<file path="src/rtl/lslf_pkg.sv">
`timescale 1ns / 1ps
package lslf_pkg;

  localparam int NUM_POINTS_DEF = 10;

  localparam int X_W     = 8;
  localparam int SLOPE_W = 32;
  localparam int ICPT_W  = 40;

  localparam int SX_W    = 16;
  localparam int SXX_W   = 22;
  localparam int SXY_W   = 23;

  localparam int MUL_W   = 24;
  localparam int PROD_W  = 2 * MUL_W;

  localparam int FRAC_W  = 16;
  localparam int DEN_W   = 27;
  localparam int NUM_W   = 52;
  localparam int QUO_W   = NUM_W + 1;

  localparam logic signed [QUO_W-1:0] SLOPE_HI = 53'sd2147483647;
  localparam logic signed [QUO_W-1:0] SLOPE_LO = -53'sd2147483648;
  localparam logic signed [QUO_W-1:0] ICPT_HI  = 53'sd549755813887;
  localparam logic signed [QUO_W-1:0] ICPT_LO  = -53'sd549755813888;

  typedef struct packed {
    logic                    start;
    logic signed [NUM_W-1:0] numer;
    logic        [DEN_W-1:0] denom;
  } div_req_t;

  typedef struct packed {
    logic                    done;
    logic signed [QUO_W-1:0] quot;
  } div_rsp_t;

endpackage

</file>
<file path="src/rtl/least_squares_line_fit.sv">
`timescale 1ns / 1ps
// Least-squares line fit over sets of NUM_POINTS points.
// Input channel (in_valid/in_ready): one request per point, x_value and
// y_value as signed bytes. A point is taken in one cycle while the block
// accumulates. The last point of a set starts the fit; in_ready stays low
// until the fit is done.
// Output channel (out_valid/out_ready): one request per set with slope
// (Q16.16), intercept (Q24.16), both truncated toward zero and saturated,
// and degenerate (all x equal; slope and intercept then zero).
// After the last point, the fit forms its products on the shared 24x24
// multiplier, then runs two divides on the shared radix-4 divider and a
// load step into the output register; a degenerate set skips the divides.
// The result sits in an output register: the next set is accumulated while
// it waits. If the receiver still stalls when the next fit ends, the block
// holds that fit and stays not ready until the output register frees.
// Reset (rst, synchronous) clears the sums, the point count and out_valid.
module least_squares_line_fit #(
  parameter int NUM_POINTS = lslf_pkg::NUM_POINTS_DEF
) (
  input  logic                                clk,
  input  logic                                rst,
  input  logic                                in_valid,
  output logic                                in_ready,
  input  logic signed [lslf_pkg::X_W-1:0]     x_value,
  input  logic signed [lslf_pkg::X_W-1:0]     y_value,
  output logic                                out_valid,
  input  logic                                out_ready,
  output logic signed [lslf_pkg::SLOPE_W-1:0] slope,
  output logic signed [lslf_pkg::ICPT_W-1:0]  intercept,
  output logic                                degenerate
);
  import lslf_pkg::*;

  localparam int CNT_W = $clog2(NUM_POINTS);

  typedef enum logic [2:0] {S_ACC, S_FIT, S_DIV_S, S_DIV_I, S_LOAD} state_t;

  state_t state;
  logic [CNT_W-1:0] point_count;
  logic [2:0]       step;

  logic signed [SX_W-1:0]  sum_x;
  logic signed [SX_W-1:0]  sum_y;
  logic        [SXX_W-1:0] sum_xx;
  logic signed [SXY_W-1:0] sum_xy;

  logic signed [PROD_W-1:0] acc_a;
  logic        [DEN_W-1:0]  den;
  logic signed [NUM_W-1:0]  num_s;
  logic signed [NUM_W-1:0]  num_i;
  logic                     degen;

  logic signed [SLOPE_W-1:0] res_slope;
  logic signed [ICPT_W-1:0]  res_icpt;

  div_req_t div_req;
  div_rsp_t div_rsp;

  logic signed [MUL_W-1:0]  mul_a;
  logic signed [MUL_W-1:0]  mul_b;
  logic signed [PROD_W-1:0] prod;
  logic signed [PROD_W-1:0] diff;
  logic signed [NUM_W-1:0]  diff_scaled;
  logic signed [2*X_W-1:0]  xx;
  logic signed [2*X_W-1:0]  xy;
  logic signed [SLOPE_W-1:0] quot_slope;
  logic signed [ICPT_W-1:0]  quot_icpt;
  logic                      out_load;

  assign in_ready = (state == S_ACC);
  assign xx = x_value * x_value;
  assign xy = x_value * y_value;
  assign out_load = (state == S_LOAD) && (!out_valid || out_ready);

  always_comb begin
    case (step)
      3'd0:    begin mul_a = $signed(MUL_W'(NUM_POINTS)); mul_b = $signed({2'b0, sum_xx}); end
      3'd1:    begin mul_a = MUL_W'(sum_x);               mul_b = MUL_W'(sum_x);          end
      3'd2:    begin mul_a = $signed(MUL_W'(NUM_POINTS)); mul_b = MUL_W'(sum_xy);         end
      3'd3:    begin mul_a = MUL_W'(sum_x);               mul_b = MUL_W'(sum_y);          end
      3'd4:    begin mul_a = $signed({2'b0, sum_xx});     mul_b = MUL_W'(sum_y);          end
      3'd5:    begin mul_a = MUL_W'(sum_x);               mul_b = MUL_W'(sum_xy);         end
      default: begin mul_a = '0;                          mul_b = '0;                     end
    endcase
  end

  lslf_mul u_mul (
    .clk (clk),
    .a   (mul_a),
    .b   (mul_b),
    .p   (prod)
  );

  lslf_div u_div (
    .clk (clk),
    .rst (rst),
    .req (div_req),
    .rsp (div_rsp)
  );

  assign diff        = acc_a - prod;
  assign diff_scaled = {diff[NUM_W-FRAC_W-1:0], {FRAC_W{1'b0}}};

  always_comb begin
    if (div_rsp.quot > SLOPE_HI) begin
      quot_slope = SLOPE_HI[SLOPE_W-1:0];
    end else if (div_rsp.quot < SLOPE_LO) begin
      quot_slope = SLOPE_LO[SLOPE_W-1:0];
    end else begin
      quot_slope = div_rsp.quot[SLOPE_W-1:0];
    end
    if (div_rsp.quot > ICPT_HI) begin
      quot_icpt = ICPT_HI[ICPT_W-1:0];
    end else if (div_rsp.quot < ICPT_LO) begin
      quot_icpt = ICPT_LO[ICPT_W-1:0];
    end else begin
      quot_icpt = div_rsp.quot[ICPT_W-1:0];
    end
  end

  always_ff @(posedge clk) begin
    if (rst) begin
      state         <= S_ACC;
      point_count   <= '0;
      step          <= '0;
      sum_x         <= '0;
      sum_y         <= '0;
      sum_xx        <= '0;
      sum_xy        <= '0;
      out_valid     <= 1'b0;
      div_req.start <= 1'b0;
    end else begin
      div_req.start <= ((state == S_FIT) && (step == 3'd6) && !degen) ||
                       ((state == S_DIV_S) && div_rsp.done);
      if (out_load) begin
        out_valid <= 1'b1;
      end else if (out_valid && out_ready) begin
        out_valid <= 1'b0;
      end
      unique case (state)
        S_ACC: begin
          if (in_valid) begin
            sum_x  <= sum_x + SX_W'(x_value);
            sum_y  <= sum_y + SX_W'(y_value);
            sum_xx <= sum_xx + SXX_W'($unsigned(xx));
            sum_xy <= sum_xy + SXY_W'(xy);
            if (point_count == CNT_W'(NUM_POINTS - 1)) begin
              point_count <= '0;
              step        <= '0;
              state       <= S_FIT;
            end else begin
              point_count <= point_count + CNT_W'(1);
            end
          end
        end
        S_FIT: begin
          step <= (step == 3'd6) ? 3'd0 : step + 3'd1;
          case (step) inside
            3'd1, 3'd3, 3'd5: acc_a <= prod;
            3'd2: begin
              den   <= diff[DEN_W-1:0];
              degen <= (diff <= 0);
            end
            3'd4: num_s <= diff_scaled;
            3'd6: begin
              num_i  <= diff_scaled;
              sum_x  <= '0;
              sum_y  <= '0;
              sum_xx <= '0;
              sum_xy <= '0;
              if (degen) begin
                res_slope <= '0;
                res_icpt  <= '0;
                state     <= S_LOAD;
              end else begin
                div_req.numer <= num_s;
                div_req.denom <= den;
                state         <= S_DIV_S;
              end
            end
            default: ;
          endcase
        end
        S_DIV_S: begin
          if (div_rsp.done) begin
            res_slope     <= quot_slope;
            div_req.numer <= num_i;
            state         <= S_DIV_I;
          end
        end
        S_DIV_I: begin
          if (div_rsp.done) begin
            res_icpt <= quot_icpt;
            state    <= S_LOAD;
          end
        end
        S_LOAD: begin
          if (out_load) begin
            slope      <= res_slope;
            intercept  <= res_icpt;
            degenerate <= degen;
            state      <= S_ACC;
          end
        end
        default: state <= S_ACC;
      endcase
    end
  end

  a_degen_zero: assert property (@(posedge clk) disable iff (rst)
    out_valid && degenerate |-> slope == '0 && intercept == '0)
    else $error("degenerate result not zero");

  a_done_in_div: assert property (@(posedge clk) disable iff (rst)
    div_rsp.done |-> state == S_DIV_S || state == S_DIV_I)
    else $error("divide result outside divide phase");

  a_last_point: assert property (@(posedge clk) disable iff (rst)
    in_valid && in_ready && point_count == CNT_W'(NUM_POINTS - 1)
      |=> state == S_FIT && !in_ready)
    else $error("last point did not start fit");

endmodule

</file>
<file path="src/rtl/lslf_mul.sv">
`timescale 1ns / 1ps
module lslf_mul (
  input  logic                               clk,
  input  logic signed [lslf_pkg::MUL_W-1:0]  a,
  input  logic signed [lslf_pkg::MUL_W-1:0]  b,
  output logic signed [lslf_pkg::PROD_W-1:0] p
);
  import lslf_pkg::*;

  always_ff @(posedge clk) begin
    p <= a * b;
  end

endmodule

</file>
<file path="src/rtl/lslf_div.sv">
`timescale 1ns / 1ps
module lslf_div (
  input  logic                clk,
  input  logic                rst,
  input  lslf_pkg::div_req_t  req,
  output lslf_pkg::div_rsp_t  rsp
);
  import lslf_pkg::*;

  localparam int ITER  = NUM_W / 2;
  localparam int CNT_W = $clog2(ITER);
  localparam int REM_W = DEN_W + 1;

  logic             busy;
  logic             done;
  logic [CNT_W-1:0] cnt;
  logic [REM_W-1:0] rem;
  logic [NUM_W-1:0] q;
  logic [DEN_W-1:0] den;
  logic             neg;

  logic [REM_W-1:0] rem_next;
  logic [NUM_W-1:0] q_next;
  logic [NUM_W-1:0] mag;

  // two restoring steps per cycle
  always_comb begin
    rem_next = rem;
    q_next   = q;
    for (int i = 0; i < 2; i++) begin
      rem_next = {rem_next[REM_W-2:0], q_next[NUM_W-1]};
      q_next   = {q_next[NUM_W-2:0], 1'b0};
      if (rem_next >= {1'b0, den}) begin
        rem_next  = rem_next - {1'b0, den};
        q_next[0] = 1'b1;
      end
    end
  end

  assign mag = req.numer[NUM_W-1] ? NUM_W'(-req.numer) : NUM_W'(req.numer);

  always_ff @(posedge clk) begin
    if (rst) begin
      busy <= 1'b0;
      done <= 1'b0;
      cnt  <= '0;
    end else begin
      done <= 1'b0;
      if (req.start) begin
        busy <= 1'b1;
        cnt  <= '0;
        rem  <= '0;
        q    <= mag;
        den  <= req.denom;
        neg  <= req.numer[NUM_W-1];
      end else if (busy) begin
        rem <= rem_next;
        q   <= q_next;
        cnt <= cnt + CNT_W'(1);
        if (cnt == CNT_W'(ITER - 1)) begin
          busy <= 1'b0;
          done <= 1'b1;
        end
      end
    end
  end

  assign rsp.done = done;
  assign rsp.quot = neg ? -$signed({1'b0, q}) : $signed({1'b0, q});

  a_start_idle: assert property (@(posedge clk) disable iff (rst)
    req.start |-> !busy)
    else $error("divide started while busy");

  a_finish: assert property (@(posedge clk) disable iff (rst)
    busy && !req.start && cnt == CNT_W'(ITER - 1) |=> done && !busy)
    else $error("divide did not finish on last step");

  a_done_pulse: assert property (@(posedge clk) disable iff (rst)
    done |=> !done)
    else $error("done held more than one cycle");

endmodule
</file>
<file path="config.mk">
export PLATFORM = sky130hd
export DESIGN_NAME = least_squares_line_fit
export DESIGN_NICKNAME = d
export VERILOG_FILES = /design/src/rtl/lslf_pkg.sv /design/src/rtl/least_squares_line_fit.sv /design/src/rtl/lslf_mul.sv /design/src/rtl/lslf_div.sv
export SDC_FILE = /design/constraint.sdc
export NUM_CORES = 2
export LEC_CHECK = 0
export ABC_AREA = 1
export BUFFER_PORTS_ARGS = -buffer_cell sky130_fd_sc_hd__clkbuf_2
export CAP_MARGIN = 15
export CORE_MARGIN = 4
export CORE_UTILIZATION = 51
export DETAILED_ROUTE_END_ITERATION = 12
export PLACE_DENSITY = 0.67
export SYNTH_ARGS = -nofsm -noshare
export SYNTH_HDL_FRONTEND = slang
export SYNTH_SLANG_ARGS = --single-unit
</file>
<file path="constraint.sdc">
create_clock -name clk -period 16.1 [get_ports clk]
set_input_delay 1.61 -clock clk [delete_from_list [all_inputs] [get_ports clk]]
set_output_delay 1.61 -clock clk [all_outputs]
set_load 0.03 [all_outputs]
</file>
**Word level (Yosys, flattened, before mapping)**

Index checks and enable logic that the tools add are counted.

- Input bits: 20
- Output and inout port bits: 75
- Register bits: 623
- Word-level logic and storage cells: 195

- Reductions and logical operators: 37
- Add/sub/neg operators: 12
- Multipliers: 3
- Bitwise gates (word level): 6
- Magnitude comparators: 7
- Mux-type cells: 78
- Equal/unequal tests: 23

Operator list:

| cell | count |
|---|---|
| two-way mux 79 bit | 5 |
| two-way mux 40 bit | 8 |
| two-way mux 32 bit | 8 |
| two-way mux 52 bit | 4 |
| two-way mux 23 bit | 5 |
| two-way mux 22 bit | 5 |
| one-hot mux 52 bit (2 select lines) | 1 |
| two-way mux 16 bit | 6 |
| one-hot mux 24 bit (4 select lines) | 1 |
| two-way mux 27 bit | 3 |
| one-hot mux 40 bit (2 select lines) | 1 |
| one-hot mux 24 bit (3 select lines) | 1 |
| one-hot mux 16 bit (2 select lines) | 2 |
| one-hot mux 32 bit (2 select lines) | 1 |
| greater-or-equal comparator 28 x 27 -> 1 bit | 2 |
| subtractor 27 bit | 2 |
| > comparator 53 x 32 -> 1 bit (second input constant) | 1 |
| > comparator 53 x 40 -> 1 bit (second input constant) | 1 |
| < comparator 53 x 32 -> 1 bit (second input constant) | 1 |
| < comparator 53 x 40 -> 1 bit (second input constant) | 1 |
| two-way mux 53 bit | 1 |
| negator 52 -> 53 bit | 1 |
| negator 52 bit | 1 |
| less-or-equal comparator 48 x 1 -> 1 bit (second input constant) | 1 |
| other kinds (39) | 103 |

**Longest topological paths before layout**

- Depth in word-level cells: 7
- Depth in mapped cells: 39
- Depth with buffers taken out: 36

**Hierarchy**

Synthesis repeated with hierarchy kept, for this count alone.

- Cells, all modules: 8127
- Area, all modules: 64384.2 µm²

Modules (own cells, without submodules):

| module | times used | cells each | sequential area each (µm²) | area each (µm²) |
|---|---|---|---|---|
| least_squares_line_fit | 1 | 3450 | 12472.0 | 29353.2 |
| lslf_mul | 1 | 3065 | 960.9 | 23899.2 |
| lslf_div | 1 | 1612 | 3353.2 | 11131.9 |

**Worst setup path before layout**

OpenSTA, ideal clock, no wires.

- Kind: input to register
- From: in rst
- To: reg u_div.q[0] (enable)
- Path slack: 8.057 ns
- Stages on the path: 2
- Arrival: 7.415 ns
- Setup time: 0.628 ns
- Buffers on the path: 1
- Data required time: 15.472 ns
- Cells stage by stage: clkbuf_1 o21ai_0

- Cells in the longest elaborated chain, start to end: 2

RTL lines:

| element | RTL line | RTL |
|---|---|---|
| start, declared | least_squares_line_fit.sv:21 | `input logic rst,` |
| inverter 1 bit (no line) | n/a |  |
| AND reduction 2 bit (no line) | n/a |  |
| end signal, assigned | lslf_div.sv:53 | `q <= mag;` |
| end signal, assigned | lslf_div.sv:58 | `q <= q_next;` |
| end, declared | lslf_div.sv:18 | `logic [NUM_W-1:0] q;` |

Every way passes these cells.
A chain may end at the register's enable or synchronous reset.

**Worst setup path after layout**

- From: reg step[2]
- To: reg u_mul.p[45] (netlist bit)

- Cells in the longest elaborated chain, start to end: 4
- Elaborated cells on any way between the ends: 13
- Classes of those cells: mul: 1; eq/ne: 5; mux: 2; reduce/logical: 5

RTL lines:

| element | RTL line | RTL |
|---|---|---|
| start, declared | least_squares_line_fit.sv:40 | `logic [2:0] step;` |
| start signal, assigned | least_squares_line_fit.sv:157 | `step <= (step == 3'd6) ? 3'd0 : step + 3'd1;` |
| equality test 3 x 1 -> 1 bit (tied with other cells) | least_squares_line_fit.sv:76 | `case (step)` |
| OR reduction 3 bit (no line) / OR reduction 2 bit (equally long branches) | n/a |  |
| one-hot mux 24 bit (3 select lines) / one-hot mux 24 bit (4 select lines) (equally long branches) | least_squares_line_fit.sv:76 |  |
| multiplier 24 x 24 -> 48 bit (*) | lslf_mul.sv:11 | `p <= a * b;` |
| end signal, assigned | lslf_mul.sv:11 |  |
| end, declared | lslf_mul.sv:6 | `output logic signed [lslf_pkg::PROD_W-1:0] p` |

Mark *: on every way between the ends. The rest lies on a longest branch, timed or not.

==> run summary <==
number of buffer cells added on primary ports: 94
required time of the worst setup path: 16,600 ps
cell area after layout: 64,770 µm²
area taken by flip-flops and latches: 16,790 µm²
CTS clk-pin slew, worst paths: 60 ps
Internal Power: 4.218 mW
total count of hold-check failures in the final report: 0
ratio of routed vias to standard cells: 5.505
Clk pwr share: 0.216
cell with the most instances after synthesis: sky130_fd_sc_hd__nand2_1
distinct cell type count after synthesis: 62
crit start category: flip-flop
sum of negative setup slack: 0 ps
initial antenna violation count: 4
power share of the sequential group: 0.265
synthesized netlist cell count: 7,138
cell at the slowest stage of the critical path: sky130_fd_sc_hd__o311ai_0
Max Transition Viols Final: 0
Combinational Power Share: 0.519
top area cells in the synthesized netlist: sky130_fd_sc_hd__fa_1, sky130_fd_sc_hd__edfxtp_1, sky130_fd_sc_hd__nand2_1
highest achievable clock rate: 103.9 MHz
sequential fraction of the synthesis area: 0.2780
leakage power figure: 30.19 nW
total routed wirelength: 170,700 µm
post-CTS resize count: 0
Sw Share: 0.4523
wire length of the first global-routing pass: 272,500 µm
layer carrying the most global-route usage: met2
placeable core region: 116,800 µm²
power density over cell area: 118.9 nW/µm²
final cycle utilization of the critical path: 0.5979
crit path max fanout: 30
via count of the routed design: 48,080
met1 usage: 0.3872
total DRC errors in the routed layout: 0
Post-DP HPWL: 137,200 µm
share of flip-flops with an asynchronous set or reset: 0
cell at the root of the clock tree: sky130_fd_sc_hd__clkbuf_16
global-route usage over all layers: 0.2780
Setup violations, final: 0
sw power: 3.484 mW
Post-synth EDFFs: 463
setup bufs post-CTS: 0
post-DR wirelength/cell: 19.54 µm
Die Span Y: 352.1 µm
met3 Usage GRT: 0.04794
ANT cells: 0
number of H-tree levels: 3
crit-path most repeated cell: sky130_fd_sc_hd__inv_1
placed inst area: 62,340 µm²
hold-fix buffer count after cts: 0
Hold Slack: 406.0 ps
Non-Filler Instances: 8,734
Die Footprint: 124,000 µm²
total buffers and inverters traversed by the critical path: 8
worst setup path category: reg2reg
Inst Count DP: 8,608
number of global-route vias before repair: 48,260
highest cell delay on the worst timing path: 940 ps
Filler Cells Inserted: 10,810
Mapped Nets: 8,262
clock tree from TritonCTS: yes
hold crit path type: reg2reg
most frequent cells after synthesis: sky130_fd_sc_hd__nand2_1, sky130_fd_sc_hd__inv_1, sky130_fd_sc_hd__fa_1, sky130_fd_sc_hd__nor2_1, sky130_fd_sc_hd__edfxtp_1
width of the die: 352.1 µm
area share of the largest cell type after synthesis: 0.2467
pin count of the biggest net entering global routing: 77
remaining number of nets flagged by the antenna check after routing: 0
effective utilization at floorplan: 0.5169
deepest clock path buffer count: 3
leftover overflow at the end of global routing: 0
Synth Register Bits: 607
total clock buffers created by CTS: 68
outcome: completed
area leader, netlist: sky130_fd_sc_hd__fa_1
largest vdd supply drop: 0.09837 mV
area grow syn2layout: 7.265%
clock latency reported for the late side of the worst-skew pair: 660 ps
DRC violation total after the first TritonRoute iteration: 4,396
predominant post-synthesis flop cell: sky130_fd_sc_hd__edfxtp_1
cell row count: 125
I/O pin count: 95
gate family responsible for the most delay along the worst path: adder cells
worst clock skew: 40.65 ps
met2 Use GR: 0.4433
type of destination of the critical path: flip-flop
Avg Inst Size Synth: 8.460 µm²
arrival time of data at the critical path endpoint: 10,130 ps
worst max-slew margin expressed relative to the limit: 0.2467
share of layout cells above drive strength 1: 0.05049
iteration count of the initial detailed-routing pass: 6
footprint of the multi-input gates: 37,310 µm²
Synth warnings: 0
worst slew pin tran: 1121 ps
unrepaired setup endpoints after global routing: false
time the worst path needs with I/O delays and setup: 9626 ps
GP Congestion: 0.9882
mapped cell area: 60,380 µm²
number of maximum-capacitance constraint violations: 0
Nets: 8,278
TritonCTS Sinks: 607
per-layer routing:
metal,up-vias,wire (µm)
li1,22420,-
met1,23460,74090
met2,1833,76880
met3,356,13090
met4,6,6578
met5,-,31
state kept, by name (all words and copies together) (netlist names), 3 cells and up:
| signal | flops |
|---|---|
| div_req | 64 |
| u_div.q | 52 |
| acc_a | 48 |
| u_mul.p | 48 |
| intercept | 40 |
| res_icpt | 40 |
| num_i | 36 |
| num_s | 36 |
| res_slope | 32 |
| slope | 32 |
| den | 27 |
| u_div.den | 27 |
| u_div.rem | 27 |
| sum_xy | 23 |
| sum_xx | 22 |
| sum_x | 16 |
| sum_y | 16 |
| u_div.cnt | 5 |
| point_count | 4 |
| state | 3 |
| step | 3 |
cell usage in the layout, fill, tap and decap left out, drive strengths merged, types with 69 or more instances in the layout:
cell type,count
edfxtp,463
ha,360
nand4,83
xor2,114
inv,1454
o21ai,314
clkbuf,173
fa,744
nor2,663
dfxtp,144
nand3,201
a21oi,453
xnor2,87
nor3,69
nand2,1524
power by group through the flow:
stage | Sequential [mW] | Clock [mW] | Combinational [mW]
after floorplan | 2.07 | 0 | 2.82
after global placement | 2.07 | 0 | 3.90
after detailed placement | 2.08 | 0 | 3.94
after CTS | 2.04 | 1.70 | 3.97
after global routing | 2.06 | 1.76 | 4.51
final | 2.04 | 1.66 | 4.00
cells by family (layout without fill, tap and decap cells):
family	count (synthesis)	after routing	synth area share
simple gates	2604	2604	0.1756
fa+ha+maj	1104	1104	0.3213
xor+xnor	201	201	0.02915
buf+inv	1659	1731	0.1056
compound gates	963	963	0.09047
flops	607	607	0.2780
metrics by stage:
step / total power [mW] / worst slack [ps] / util
after floorplan: 4.882 / 8057 / -
after detailed placement: 6.016 / 6661 / 0.5336
after global routing: 8.327 / 5917 / 0.5544
after CTS: 7.710 / 6608 / 0.5544
after global placement: 5.976 / 6896 / 0.5336
final: 7.702 / 6474 / 0.5544
worst register-to-register path, delay by kind of cell, from the launching register on:
family / cells / cell delay [ps]
adder cells (fa/ha/maj): 9 / 4230
AND/OR/NAND/NOR: 9 / 1840
buffers and inverters: 8 / 1500
AO/OA/AOI/OAI: 3 / 1260
flip-flops: 1 / 500
XOR/XNOR: 1 / 150
final timing paths:
check           startpoint          end  slack (ps)  cells after the start
min reg2reg  res_slope[13]    slope[13]         410                      0
min          res_slope[13]    slope[13]         410                      0
max                step[2]  u_mul.p[45]        6470                     30
max reg2reg        step[2]  u_mul.p[45]        6470                     30
area by class of cell:
cell class / instances / share of cell area
sequential: 607 / 0.2592
clock inverter: 46 / 0.01030
clock buffer: 80 / 0.02728
inverter: 1461 / 0.08469
tap: 1524 / 0.02944
timing repair buffer: 144 / 0.01306
multi-input combinational: 4872 / 0.5761
(Power assumes the default switching activity.)
